## config.mk

```make
export PLATFORM = sky130hd
export DESIGN_NAME = chained_hash_set
export DESIGN_NICKNAME = d
export VERILOG_FILES = /design/src/rtl/chs_pkg.sv /design/src/rtl/chs_hash.sv /design/src/rtl/chs_engine.sv /design/src/rtl/chained_hash_set.sv
export SDC_FILE = /design/constraint.sdc
export NUM_CORES = 2
export LEC_CHECK = 0
export BUFFER_PORTS_ARGS = -buffer_cell sky130_fd_sc_hd__buf_4
export CAP_MARGIN = 30
export CORE_AREA = 4 4 609 611
export CTS_CLUSTER_SIZE = 24
export DETAILED_ROUTE_END_ITERATION = 8
export DIE_AREA = 0 0 613 615
export SLEW_MARGIN = 40
export SYNTH_ARGS = -nofsm -noshare
export SYNTH_HDL_FRONTEND = slang
export SYNTH_HIERARCHICAL = 1
export SYNTH_SLANG_ARGS = --single-unit
export TNS_END_PERCENT = 1
```

## constraint.sdc

```tcl
create_clock -name aclk -period 7.1 [get_ports aclk]
set_input_delay 0.355 -clock aclk [delete_from_list [all_inputs] [get_ports aclk]]
set_output_delay 0.355 -clock aclk [all_outputs]
set_load 0.005 [all_outputs]
```

## src/rtl/chs_pkg.sv

```systemverilog
// Shared types and constants for the chained hash set.
`timescale 1ns / 1ps

package chs_pkg;

    // Field widths of the stream words.
    localparam int KEY_W    = 32;
    localparam int CMD_W    = 2;
    localparam int STATUS_W = 2;
    localparam int M_DATA_W = 8;

    // Default geometry of the table.
    localparam int DEF_BUCKETS    = 11;
    localparam int DEF_POOL_NODES = 64;

    // The remainder unit splits the key into digits of this many bits.
    localparam int HASH_DIGIT = 4;
    localparam int HASH_STEPS = KEY_W / HASH_DIGIT;

    // Command codes carried in s_tuser.
    typedef enum logic [CMD_W-1:0] {
        CMD_ADD    = 2'd0,
        CMD_REMOVE = 2'd1,
        CMD_FIND   = 2'd2
    } cmd_t;

    // Result codes.
    typedef enum logic [STATUS_W-1:0] {
        ST_OK     = 2'd0,
        ST_ABSENT = 2'd1,
        ST_FULL   = 2'd2
    } status_t;

    // Control sequencer states.
    typedef enum logic [2:0] {
        S_CLEAR,
        S_IDLE,
        S_HASH,
        S_LOOK,
        S_WALK,
        S_UNLINK,
        S_FREE,
        S_RESULT
    } state_t;

    // Finished result handed to the output register.
    typedef struct packed {
        logic    valid;
        status_t status;
    } res_t;

endpackage

```

## src/rtl/chs_hash.sv

```systemverilog
// Non-negative remainder of a signed key by the bucket count, in three pipelined steps.
`timescale 1ns / 1ps

module chs_hash #(
    parameter int BUCKETS = chs_pkg::DEF_BUCKETS
) (
    input  logic                        aclk,
    input  logic                        aresetn,
    input  logic                        start,
    input  logic [chs_pkg::KEY_W-1:0]   key,
    output logic                        done,
    output logic [$clog2(BUCKETS)-1:0]  bucket
);
    import chs_pkg::*;

    localparam int BW = $clog2(BUCKETS);
    localparam int QW = HASH_DIGIT + $clog2(HASH_STEPS);
    localparam int SW = BW + QW;
    localparam int SH = SW + BW;
    localparam logic [BW:0]   B_L     = (BW+1)'(BUCKETS);
    localparam logic [SW-1:0] B_S     = SW'(BUCKETS);
    localparam logic [63:0]   RECIP64 = ((64'd1 << SH) + 64'(BUCKETS) - 64'd1) / 64'(BUCKETS);
    localparam logic [SH-1:0] RECIP   = SH'(RECIP64);
    localparam logic [63:0]   WRAP64  = (64'd1 << KEY_W) % BUCKETS;
    localparam logic [BW-1:0] WRAP    = BW'(WRAP64);
    localparam logic [BW:0]   ADD_L   = B_L - {1'b0, WRAP};

    logic [SW-1:0]     part [HASH_STEPS];
    logic [SW-1:0]     sum_next;
    logic [SW+SH-1:0]  prod;
    logic [QW-1:0]     quot_next;
    logic [SW-1:0]     rem_full;
    logic [BW-1:0]     rem_next;
    logic              sum_vld_reg;
    logic              quot_vld_reg;
    logic              done_reg;
    logic [SW-1:0]     sum_reg;
    logic [QW-1:0]     quot_reg;
    logic [BW-1:0]     rem_reg;
    logic              neg_reg;
    logic [BW:0]       fix_sum;

    // Each key digit times its place weight, which is the digit base power mod BUCKETS.
    for (genvar g = 0; g < HASH_STEPS; g++) begin : g_fold
        localparam logic [BW-1:0] WEIGHT = BW'((64'd1 << (HASH_DIGIT * g)) % BUCKETS);
        assign part[g] = SW'(key[HASH_DIGIT*g +: HASH_DIGIT]) * SW'(WEIGHT);
    end

    // The weighted digit sum keeps the remainder of the unsigned key and stays small.
    always_comb begin
        sum_next = '0;
        for (int i = 0; i < HASH_STEPS; i++) begin
            sum_next = sum_next + part[i];
        end
    end

    // The quotient of the small sum comes exactly from a scaled reciprocal.
    assign prod      = (SW+SH)'(sum_reg) * (SW+SH)'(RECIP);
    assign quot_next = prod[SH +: QW];
    assign rem_full  = sum_reg - SW'(quot_reg) * B_S;
    assign rem_next  = rem_full[BW-1:0];

    // Stage valid flags.
    always_ff @(posedge aclk) begin
        if (!aresetn) begin
            sum_vld_reg  <= 1'b0;
            quot_vld_reg <= 1'b0;
            done_reg     <= 1'b0;
        end else begin
            sum_vld_reg  <= start;
            quot_vld_reg <= sum_vld_reg;
            done_reg     <= quot_vld_reg;
        end
    end

    // Digit sum, quotient and remainder registers.
    always_ff @(posedge aclk) begin
        if (start) begin
            sum_reg <= sum_next;
            neg_reg <= key[KEY_W-1];
        end
        if (sum_vld_reg) begin
            quot_reg <= quot_next;
        end
        if (quot_vld_reg) begin
            rem_reg <= rem_next;
        end
    end

    // A negative key reads as the unsigned word less 2^32, so take 2^32 mod BUCKETS back out.
    assign fix_sum = ({1'b0, rem_reg} >= {1'b0, WRAP}) ? ({1'b0, rem_reg} - {1'b0, WRAP})
                                                       : ({1'b0, rem_reg} + ADD_L);
    assign bucket  = neg_reg ? fix_sum[BW-1:0] : rem_reg;
    assign done    = done_reg;

    // The sequencer never restarts a division that is still running.
    a_no_restart: assert property (@(posedge aclk) disable iff (!aresetn)
        start |-> !sum_vld_reg && !quot_vld_reg && !done_reg)
        else $error("hash restarted while busy");

    // The bucket index stays inside the table.
    a_bucket_range: assert property (@(posedge aclk) disable iff (!aresetn)
        done_reg |-> {1'b0, bucket} < B_L)
        else $error("bucket index out of range");

    // The done flag is a single-cycle pulse.
    a_done_pulse: assert property (@(posedge aclk) disable iff (!aresetn)
        done_reg |=> !done_reg)
        else $error("hash done held for more than one cycle");

endmodule

```

## src/rtl/chs_engine.sv

```systemverilog
// Sequencer, bucket head memory and node memory of the chained hash set.
`timescale 1ns / 1ps

module chs_engine #(
    parameter int BUCKETS    = chs_pkg::DEF_BUCKETS,
    parameter int POOL_NODES = chs_pkg::DEF_POOL_NODES
) (
    input  logic                        aclk,
    input  logic                        aresetn,
    input  logic                        in_valid,
    output logic                        in_ready,
    input  logic [chs_pkg::CMD_W-1:0]   in_cmd,
    input  logic [chs_pkg::KEY_W-1:0]   in_key,
    output chs_pkg::res_t               res,
    input  logic                        res_ready
);
    import chs_pkg::*;

    localparam int BW = $clog2(BUCKETS);
    localparam int IW = $clog2(POOL_NODES + 1);
    localparam int NW = $clog2(POOL_NODES);
    localparam int EW = KEY_W + IW;
    localparam logic [IW-1:0] NIL       = IW'(POOL_NODES);
    localparam logic [IW-1:0] STEP_LAST = IW'(POOL_NODES - 1);
    localparam logic [BW-1:0] CLR_LAST  = BW'(BUCKETS - 1);

    // Memories: chain heads per bucket, and key plus link per node.
    logic [IW-1:0] head_mem [BUCKETS];
    logic [EW-1:0] node_mem [POOL_NODES];

    state_t            state_reg, state_next;
    logic [CMD_W-1:0]  cmd_reg, cmd_next;
    logic [KEY_W-1:0]  key_reg, key_next;
    logic [BW-1:0]     bucket_reg, bucket_next;
    logic [IW-1:0]     cur_reg, cur_next;
    logic [IW-1:0]     prev_reg, prev_next;
    logic [KEY_W-1:0]  prev_key_reg, prev_key_next;
    logic [IW-1:0]     free_head_reg, free_head_next;
    logic [IW-1:0]     fresh_reg, fresh_next;
    logic [IW-1:0]     steps_reg, steps_next;
    logic [BW-1:0]     clr_reg, clr_next;
    status_t           status_reg, status_next;

    logic [IW-1:0]     head_q_reg;
    logic [EW-1:0]     node_q_reg;

    logic              head_re, head_we;
    logic [BW-1:0]     head_raddr, head_waddr;
    logic [IW-1:0]     head_wdata;
    logic              node_re, node_we;
    logic [IW-1:0]     node_raddr, node_waddr;
    logic [EW-1:0]     node_wdata;

    logic              hash_start, hash_done;
    logic [BW-1:0]     hash_bucket;

    logic [KEY_W-1:0]  q_key;
    logic [IW-1:0]     q_link;
    logic              key_hit;
    logic              have_free, have_fresh;
    logic [IW-1:0]     alloc_node;
    logic              is_add;

    function automatic logic [IW-1:0] clip_link(input logic [IW-1:0] l);
        return (l < NIL) ? l : NIL;
    endfunction

    chs_hash #(
        .BUCKETS (BUCKETS)
    ) u_hash (
        .aclk    (aclk),
        .aresetn (aresetn),
        .start   (hash_start),
        .key     (in_key),
        .done    (hash_done),
        .bucket  (hash_bucket)
    );

    // Head memory: one write and one registered read port.
    always_ff @(posedge aclk) begin
        if (head_we) begin
            head_mem[head_waddr] <= head_wdata;
        end
        if (head_re) begin
            head_q_reg <= head_mem[head_raddr];
        end
    end

    // Node memory: the read word holds until the next read.
    always_ff @(posedge aclk) begin
        if (node_we) begin
            node_mem[node_waddr[NW-1:0]] <= node_wdata;
        end
        if (node_re) begin
            node_q_reg <= node_mem[node_raddr[NW-1:0]];
        end
    end

    // Decode of the node word and allocation choice.
    assign q_key      = node_q_reg[EW-1:IW];
    assign q_link     = clip_link(node_q_reg[IW-1:0]);
    assign key_hit    = (q_key == key_reg);
    assign have_free  = (free_head_reg != NIL);
    assign have_fresh = (fresh_reg != NIL);
    assign alloc_node = have_free ? free_head_reg : fresh_reg;
    assign is_add     = (cmd_reg == CMD_ADD);

    // Next state.
    always_comb begin
        state_next = state_reg;
        unique case (state_reg)
            S_CLEAR: begin
                if (clr_reg == CLR_LAST) begin
                    state_next = S_IDLE;
                end
            end
            S_IDLE: begin
                if (in_valid) begin
                    if (in_cmd == CMD_ADD || in_cmd == CMD_REMOVE || in_cmd == CMD_FIND) begin
                        state_next = S_HASH;
                    end else begin
                        state_next = S_RESULT;
                    end
                end
            end
            S_HASH: begin
                if (hash_done) begin
                    state_next = S_LOOK;
                end
            end
            S_LOOK: begin
                if (is_add || head_q_reg == NIL) begin
                    state_next = S_RESULT;
                end else begin
                    state_next = S_WALK;
                end
            end
            S_WALK: begin
                if (key_hit) begin
                    state_next = (cmd_reg == CMD_REMOVE) ? S_UNLINK : S_RESULT;
                end else if (q_link == NIL || steps_reg == STEP_LAST) begin
                    state_next = S_RESULT;
                end
            end
            S_UNLINK: state_next = S_FREE;
            S_FREE:   state_next = S_RESULT;
            S_RESULT: begin
                if (res_ready) begin
                    state_next = S_IDLE;
                end
            end
            default:  state_next = S_IDLE;
        endcase
    end

    // Memory ports, hash start and handshakes.
    always_comb begin
        in_ready   = 1'b0;
        hash_start = 1'b0;
        head_re    = 1'b0;
        head_raddr = hash_bucket;
        head_we    = 1'b0;
        head_waddr = bucket_reg;
        head_wdata = alloc_node;
        node_re    = 1'b0;
        node_raddr = free_head_reg;
        node_we    = 1'b0;
        node_waddr = alloc_node;
        node_wdata = {key_reg, head_q_reg};
        res.valid  = 1'b0;
        res.status = status_reg;
        unique case (state_reg)
            S_CLEAR: begin
                head_we    = 1'b1;
                head_waddr = clr_reg;
                head_wdata = NIL;
            end
            S_IDLE: begin
                in_ready   = 1'b1;
                hash_start = in_valid &&
                    (in_cmd == CMD_ADD || in_cmd == CMD_REMOVE || in_cmd == CMD_FIND);
            end
            S_HASH: begin
                // Fetch the chain head and the link of the first free node together.
                head_re = hash_done;
                node_re = hash_done && have_free;
            end
            S_LOOK: begin
                if (is_add) begin
                    if (have_free || have_fresh) begin
                        node_we = 1'b1;
                        head_we = 1'b1;
                    end
                end else if (head_q_reg != NIL) begin
                    node_re    = 1'b1;
                    node_raddr = head_q_reg;
                end
            end
            S_WALK: begin
                if (!key_hit && q_link != NIL && steps_reg != STEP_LAST) begin
                    node_re    = 1'b1;
                    node_raddr = q_link;
                end
            end
            S_UNLINK: begin
                // Bypass the matched node from its predecessor or from the head.
                if (prev_reg == NIL) begin
                    head_we    = 1'b1;
                    head_wdata = q_link;
                end else begin
                    node_we    = 1'b1;
                    node_waddr = prev_reg;
                    node_wdata = {prev_key_reg, q_link};
                end
            end
            S_FREE: begin
                node_we    = 1'b1;
                node_waddr = cur_reg;
                node_wdata = {key_reg, free_head_reg};
            end
            S_RESULT: begin
                res.valid = 1'b1;
            end
            default: begin
            end
        endcase
    end

    // Datapath register updates.
    always_comb begin
        cmd_next       = cmd_reg;
        key_next       = key_reg;
        bucket_next    = bucket_reg;
        cur_next       = cur_reg;
        prev_next      = prev_reg;
        prev_key_next  = prev_key_reg;
        free_head_next = free_head_reg;
        fresh_next     = fresh_reg;
        steps_next     = steps_reg;
        clr_next       = clr_reg;
        status_next    = status_reg;
        unique case (state_reg)
            S_CLEAR: clr_next = clr_reg + 1'b1;
            S_IDLE: begin
                if (in_valid) begin
                    cmd_next    = in_cmd;
                    key_next    = in_key;
                    status_next = ST_ABSENT;
                end
            end
            S_HASH: begin
                if (hash_done) begin
                    bucket_next = hash_bucket;
                end
            end
            S_LOOK: begin
                if (is_add) begin
                    if (have_free) begin
                        free_head_next = q_link;
                        status_next    = ST_OK;
                    end else if (have_fresh) begin
                        fresh_next  = fresh_reg + 1'b1;
                        status_next = ST_OK;
                    end else begin
                        status_next = ST_FULL;
                    end
                end else begin
                    cur_next    = head_q_reg;
                    prev_next   = NIL;
                    steps_next  = '0;
                    status_next = ST_ABSENT;
                end
            end
            S_WALK: begin
                if (key_hit) begin
                    status_next = ST_OK;
                end else begin
                    prev_next     = cur_reg;
                    prev_key_next = q_key;
                    cur_next      = q_link;
                    steps_next    = steps_reg + 1'b1;
                end
            end
            S_FREE: free_head_next = cur_reg;
            default: begin
            end
        endcase
    end

    // Control registers.
    always_ff @(posedge aclk) begin
        if (!aresetn) begin
            state_reg     <= S_CLEAR;
            clr_reg       <= '0;
            free_head_reg <= NIL;
            fresh_reg     <= '0;
        end else begin
            state_reg     <= state_next;
            clr_reg       <= clr_next;
            free_head_reg <= free_head_next;
            fresh_reg     <= fresh_next;
        end
    end

    // Payload registers.
    always_ff @(posedge aclk) begin
        cmd_reg      <= cmd_next;
        key_reg      <= key_next;
        bucket_reg   <= bucket_next;
        cur_reg      <= cur_next;
        prev_reg     <= prev_next;
        prev_key_reg <= prev_key_next;
        steps_reg    <= steps_next;
        status_reg   <= status_next;
    end

    // The never-used counter cannot pass the pool size.
    a_fresh_bound: assert property (@(posedge aclk) disable iff (!aresetn)
        fresh_reg <= NIL)
        else $error("fresh node count past pool size");

    // Memory reads never coincide with a write to the same node.
    a_node_rw: assert property (@(posedge aclk) disable iff (!aresetn)
        (node_we && node_re) |-> node_waddr != node_raddr)
        else $error("node read and write collide");

    // A node handed to the free list is the one whose key just matched.
    a_free_match: assert property (@(posedge aclk) disable iff (!aresetn)
        state_reg == S_FREE |-> $past(state_reg, 2) == S_WALK && q_key == key_reg)
        else $error("freed node does not hold the key");

    // A finished result holds until it is taken.
    a_res_hold: assert property (@(posedge aclk) disable iff (!aresetn)
        (res.valid && !res_ready) |=> res.valid && $stable(res.status))
        else $error("result dropped before hand-off");

endmodule

```

## src/rtl/chained_hash_set.sv

```systemverilog
// Top level of the chained hash set: stream ports, output register and the engine.
//
//  Channel  Direction  Handshake          Payload
//  s_       in         s_tvalid/s_tready  s_tuser = command, s_tdata = value
//  m_       out        m_tvalid/m_tready  m_tdata = status
//
// One word at a time. An add goes through S_HASH and then S_LOOK, which writes the node
// and chain head, to S_RESULT and the output register; find and remove walk the chain in
// S_WALK, and a remove that hits adds S_UNLINK and S_FREE for the unlink and free writes.
// The bucket comes from a three-stage remainder unit: a weighted digit sum, a reciprocal
// multiply, a subtract. The chain walk reads one node per cycle from the single read port
// of the node memory. After reset a clearing pass nulls every chain head; s_tready stays
// low meanwhile. A new word is taken while the previous status waits on m_tready.
`timescale 1ns / 1ps

module chained_hash_set #(
    parameter int BUCKETS    = chs_pkg::DEF_BUCKETS,
    parameter int POOL_NODES = chs_pkg::DEF_POOL_NODES
) (
    input  logic                          aclk,
    input  logic                          aresetn,
    input  logic                          s_tvalid,
    output logic                          s_tready,
    input  logic [chs_pkg::KEY_W-1:0]     s_tdata,   // [31:0] value
    input  logic [chs_pkg::CMD_W-1:0]     s_tuser,   // [1:0] command
    output logic                          m_tvalid,
    input  logic                          m_tready,
    output logic [chs_pkg::M_DATA_W-1:0]  m_tdata    // [1:0] status, [7:2] zero
);
    import chs_pkg::*;

    res_t     res;
    logic     res_ready;
    logic     m_tvalid_reg;
    status_t  m_status_reg;

    chs_engine #(
        .BUCKETS    (BUCKETS),
        .POOL_NODES (POOL_NODES)
    ) u_engine (
        .aclk      (aclk),
        .aresetn   (aresetn),
        .in_valid  (s_tvalid),
        .in_ready  (s_tready),
        .in_cmd    (s_tuser),
        .in_key    (s_tdata),
        .res       (res),
        .res_ready (res_ready)
    );

    // Output register takes a result when empty or being drained.
    assign res_ready = !m_tvalid_reg || m_tready;

    always_ff @(posedge aclk) begin
        if (!aresetn) begin
            m_tvalid_reg <= 1'b0;
        end else if (res.valid && res_ready) begin
            m_tvalid_reg <= 1'b1;
        end else if (m_tready) begin
            m_tvalid_reg <= 1'b0;
        end
    end

    always_ff @(posedge aclk) begin
        if (res.valid && res_ready) begin
            m_status_reg <= res.status;
        end
    end

    assign m_tvalid = m_tvalid_reg;
    assign m_tdata  = {(M_DATA_W - STATUS_W)'(0), m_status_reg};

endmodule
```

==> After elaboration in Yosys (flattened, before gate mapping) <==
Memories as Yosys holds them, arrays and structs flattened. A register that Yosys moved wholly into a read port is not among the register bits.
Index checks and enable logic that the tools add are counted.
{ "word_totals": {"register_bits": 143, "ram_bits": 2573, "input_bits": 38, "out_inout_bits": 10, "word_cells": 169, "mem_count": 2} }
{ "mem_list": {"columns": ["memory", "depth", "word_bits", "rd", "rd_clocked_by_memory_dff", "write_ports", "line_no", "source"], "rows": [
  ["u_engine.node_mem", 64, 39, 1, 1, 1, "chs_engine.sv:29", "logic [EW-1:0] node_mem [POOL_NODES];"],
  ["u_engine.head_mem", 11, 7, 1, 1, 1, "chs_engine.sv:28", "logic [IW-1:0] head_mem [BUCKETS];"]
]} }
{ "classes": {"n_addsub": 13, "mul": 7, "magnitude_cmp": 2, "n_eq_ne": 31, "muxes": 63, "n_bitwise": 2, "reduce_logical": 28} }
{ "op_table": {"columns": ["cell", "count"], "rows": [
  ["39-bit one-hot mux with 2 select lines", 1],
  ["7-bit two-way mux", 11],
  ["7-bit one-hot mux with 2 select lines", 5],
  ["39-bit two-way mux", 1],
  ["32-bit equality test", 1],
  ["7-bit inequality test, second input constant", 4],
  ["6-bit two-way mux", 4],
  ["3-bit one-hot mux with 8 select lines", 1],
  ["6-bit one-hot mux with 2 select lines", 2],
  ["11-bit by 12-bit multiplier with 22-bit output, second input constant", 1],
  ["7-bit equality test, second input constant", 3],
  ["3-bit two-way mux", 7],
  ["1-bit two-way mux", 17],
  ["7-bit by 1-bit adder with 7-bit output, second input constant", 2],
  ["4-bit by 3-bit multiplier with 7-bit output, second input constant", 2],
  ["2-bit two-way mux", 7],
  ["3-bit equality test, second input constant", 4],
  ["4-bit by 2-bit multiplier with 6-bit output, second input constant", 2],
  ["4-bit two-way mux", 3],
  ["10-bit by 8-bit adder with 11-bit output", 1],
  ["11-bit by 4-bit adder with 11-bit output", 1],
  ["11-bit by 6-bit adder with 11-bit output", 1],
  ["11-bit by 7-bit adder with 11-bit output", 1],
  ["9-bit by 6-bit adder with 10-bit output", 1],
  ["other kinds (34)", 63]
]} }

==> Logic depth before layout (Yosys ltp) <==
{ "depth": {"depth_word": 8, "depth_mapped": 24, "mapped_depth_nobuf": 24} }

==> Modules after synthesis <==
The synthesis kept the hierarchy.
{ "by_module_without_submodules": {"columns": ["mod", "instances", "cells_per_inst", "area_each_um2"], "rows": [
  ["chs_engine", 1, 5295, 104654.1],
  ["chs_hash", 1, 451, 4576.9],
  ["chained_hash_set", 1, 14, 166.4]
]} }

==> Least setup slack after synthesis <==
Ideal clock, no wire load.
{ "synth_timing": {"path_type": "input port to flip-flop", "startpoint": "input s_tdata[3] (netlist name)", "endpoint": "register u_engine.u_hash.sum_reg[8], data pin", "arrival_ns": 5.432, "t_required_ns": 6.835, "slack_ns": 1.404, "stages": 17, "cell_sequence": "fa_1 -> inv_1 -> fa_1 -> fa_1 -> inv_1 -> fa_1 -> fa_1 -> fa_1 -> fa_1 -> inv_1 -> fa_1 -> fa_1 -> nor2b_1 -> o21ai_2 -> a21boi_0 -> or4_1 -> nand3_1"} }
{ "synth_via": {"elab_chain_len": 7} }
{ "synth_lines": {"columns": ["item", "line_no", "source"], "rows": [
  ["start, declared", "chained_hash_set.sv:24", "input logic [chs_pkg::KEY_W-1:0] s_tdata,"],
  ["4-bit by 7-bit adder with 8-bit output", "chs_hash.sv:53", "sum_next = sum_next + part[i];"],
  ["8-bit by 6-bit adder with 9-bit output", "chs_hash.sv:53", null],
  ["9-bit by 6-bit adder with 10-bit output", "chs_hash.sv:53", null],
  ["10-bit by 8-bit adder with 11-bit output", "chs_hash.sv:53", null],
  ["11-bit by 4-bit adder with 11-bit output", "chs_hash.sv:53", null],
  ["11-bit by 7-bit adder with 11-bit output", "chs_hash.sv:53", null],
  ["11-bit by 6-bit adder with 11-bit output", "chs_hash.sv:53", null],
  ["net u_engine.u_hash.sum_next[8]", "chs_hash.sv:29", "logic [SW-1:0] sum_next;"],
  ["end signal, assigned", "chs_hash.sv:79", "sum_reg <= sum_next;"],
  ["end, declared", "chs_hash.sv:37", "logic [SW-1:0] sum_reg;"]
]} }
The timed path passes the listed nets, and every way through them passes these cells.
A chain may end at the register's enable or synchronous reset.

==> Worst setup path in the final report <==
Ends and elaborated chain as after synthesis.

==> run_results.csv <==
group,metric,value,unit
placed_design,portBuffers,41,
pwr,power,37.0,mW
pwr,p_leak,40.5,nW
global_routing,antenna_found_initial,17,
placed_design,place_area,118000,sq um
pwr,vdd_ir_drop_max,0.272,mV
critical_path,crit_slowest_cell,"fa_1",
synthesis,synthTopCellsByCount,"2733 x edfxtp_1, 514 x nand2_1, 506 x mux4_2",
final_layout,largest_reg_flops,2496,
final_layout,multi_input_area,25900,sq um
routing,ant_nets,0,
final_layout,drive_above_1_share,21.5,%
sta,rsz0062_at_grt,"false",
die,core_area,365000,sq um
hold_path,hold_end,"u_engine/key_reg[1]",
critical_path,crit_path_max_incr_delay,0.55,ns
status,status,"complete, no violations",
synthesis,syn_area_per_cell,19.0,sq um
die,die_width,613,um
hold_path,hold_path_startpoint,"s_tdata[1]",
routing,drt_iter0_markers,7229,
global_routing,grt_max_degree,72,
final_layout,final_area,128000,sq um
sta,clock_skew,0.0570,ns
cts,clock_sinks,2758,
cts,cts_tree,"done",
sta,period_needed,5.83,ns
routing,detail_route.wl_per_cell,26.3,um
sta,drv_slew,0,
hold_path,hold_path.class,"primary input to flop",
sta,slew_headroom,35.0,%
sta,worst_pin_slew,0.965,ns
sta,hold_viol,0,
final_layout,nNetsFinal,6323,
final_layout,regArea,82600,sq um
routing,routed_wl,293,mm
global_routing,grt_overflow,0,
synthesis,async_flop_share,0,%
cts,clkLatencyLatePin,0.93,ns
global_routing,grt_pass1_vias,57800,
synthesis,synth_cell_types,82,
pwr,p_per_area,290,nW/um^2
synthesis,synth_edf_count,2733,
synthesis,synth_top_area_share,75.0,%
routing,remaining_drc_errors,0,
die,rows,222,
die,die_area,377000,sq um
synthesis,synth_area_leaders,"edfxtp_1 75%, mux4_2 10%, nand2_1 1.8%, a22oi_1 1.6%, ha_1 1.3%",
sta,fmax,0.172,GHz
critical_path,worst-path-buf-inv,5,
die,start_util,30.0,%
routing,drtPass1Iterations,6,
global_routing,grt_pass1_wl,421,mm
critical_path,path_class,"primary input to flop",
synthesis,synth_area,109000,sq um
critical_path,cp-end-kind,"flop",
synthesis,ys_warn_count,6,
routing,vias_per_cell,5.17,
cts,cts_max_level,5,
synthesis,synth_top_cell_by_area,"edfxtp_1",
cts,postCtsSetupRepairBufs,0,
critical_path,ff2ff_path_depth,11,
final_layout,area_growth,16.6,%
sta,period_share,82.1,%
global_routing,track_usage,15.2,%
final_layout,fillers,33800,
cts,clockRootBuffer,"clkbuf_16",
critical_path,crit_chain,"dlygate4sd3_1, buf_4, fa_1, inv_1, fa_1, fa_1, inv_1, fa_1, fa_1, fa_1, fa_1, inv_1, fa_1, fa_1, nor2b_1, o21ai_2, a21boi_0, or4_1, nand3_1",
critical_path,r2r_start,"u_engine/node_q_reg[21]",
critical_path,critical_path.top_delay_family,"adder cells",
critical_path,start_kind,"primary input",
hold_path,hold-path-cell-count,2,
critical_path,ff2ff_setup_slack,1.74,ns
sta,tns,0,ns
critical_path,r2r_end,"u_engine/node_q_reg[0]",
critical_path,worstPathArrival,6.45,ns
critical_path,path_max_fanout,3,
sta,setup_violations,0,
placed_design,place_inst,10600,
cts,clk_path_buf_depth,4,
critical_path,cpMostUsedCell,"fa_1",
synthesis,ys_seq_area_share,75.5,%
die,die_h,615,um
cts,clk_transition_reported_paths,0.06,ns
job,maxCapViolCount,0,
synthesis,synth.most_common_cell,"edfxtp_1",
cts,hold_buffers,37,
cts,numCtsBuffers,300,
cts,cts_resized,0,
placed_design,place_congestion,0.837,
synthesis,synth-main-ff-cell,"edfxtp_1",
routing,vias,57500,
placed_design,hpwl,174,mm
final_layout,instances_no_fill,11100,
critical_path,worst_ep_required_time,7.72,ns
die,io-pin-count,48,
synthesis,synth-seq-cells,2758,
synthesis,syn_inst,5760,
final_layout,post-route-util,35.0,%
[power breakdown]
part	switching, mW	internal (mW)
logic	2.25	1.37
clock network	6.08	8.67
registers	0.119	18.5
total	8.45	28.5
[cell type report]
type	count	area share, %
Inverter	150	0.441
Clock inverter	130	0.957
Clock buffer	368	6.20
Multi-Input combinational cell	2576	20.3
Tap cell	4816	4.72
Antenna cell	5	0.00980
Timing Repair Buffer	320	2.67
Sequential cell	2758	64.7
[metal layers]
| metal | GRT usage [%] | routed length, um | part of all wire (%) |
|---|---|---|---|
| met3 | 3.65 | 26400 | 9.0 |
| met1 | 21.0 | 121000 | 41 |
| met4 | 4.01 | 7310 | 2.5 |
| met2 | 24.1 | 138000 | 47 |
| met5 | 0 | 55 | 0.019 |
[worst max-delay path by stage]
stage                            endpoint       start  cells after the start  slack [ns]
5_1_grt        u_engine/u_hash/sum_reg[8]  s_tdata[3]                     19        1.06
6_report       u_engine/u_hash/sum_reg[8]  s_tdata[3]                     19        1.27
3_5_place_dp   u_engine/u_hash/sum_reg[8]  s_tdata[3]                     18        0.95
3_3_place_gp   u_engine/u_hash/sum_reg[8]  s_tdata[3]                     18        0.96
4_1_cts        u_engine/u_hash/sum_reg[8]  s_tdata[3]                     19        1.34
2_1_floorplan  u_engine/u_hash/sum_reg[8]  s_tdata[3]                     17        1.40
[through the flow]
stage                     setup slack, ns  hold WS, ns
final                                1.27        0.170
after CTS                            1.34       0.0891
after floorplan                      1.40        0.400
after detailed placement            0.950        0.468
after global routing                 1.06        0.126
after global placement              0.957        0.451
[layout by cell type (no fill, tap or decap), types with 51 or more instances in the layout]
| cell type | netlist | routed |
|---|---|---|
| edfxtp_1 | 2733 | 2733 |
| mux4_2 | 506 | 506 |
| nand3_1 | 96 | 91 |
| fa_1 | 66 | 66 |
| a21oi_1 | 127 | 127 |
| clkbuf_16 | 0 | 307 |
| clkinv_1 | 0 | 51 |
| clkbuf_1 | 139 | 61 |
| inv_1 | 150 | 150 |
| a22oi_1 | 230 | 230 |
| a32oi_1 | 52 | 52 |
| ha_1 | 113 | 113 |
| nor2_1 | 266 | 191 |
| nand4_1 | 83 | 83 |
| mux2i_1 | 74 | 73 |
| nor2_4 | 0 | 72 |
| buf_4 | 22 | 207 |
| nand2_1 | 514 | 481 |
[cell families (layout without fill, tap and decap cells)]
family | after synthesis | in the layout | share of synthesized area (%)
AND/OR/NAND/NOR | 1133 | 1133 | 4.63
flip-flops | 2758 | 2758 | 75.5
adder cells (fa/ha/maj) | 179 | 179 | 2.50
buffers and inverters | 431 | 968 | 1.72
AO/OA/AOI/OAI | 591 | 591 | 3.83
multiplexers | 598 | 598 | 11.3
other | 1 | 11 | 0.00343
XOR/XNOR | 69 | 69 | 0.552
Note: power is estimated with default switching activity, not from simulation.
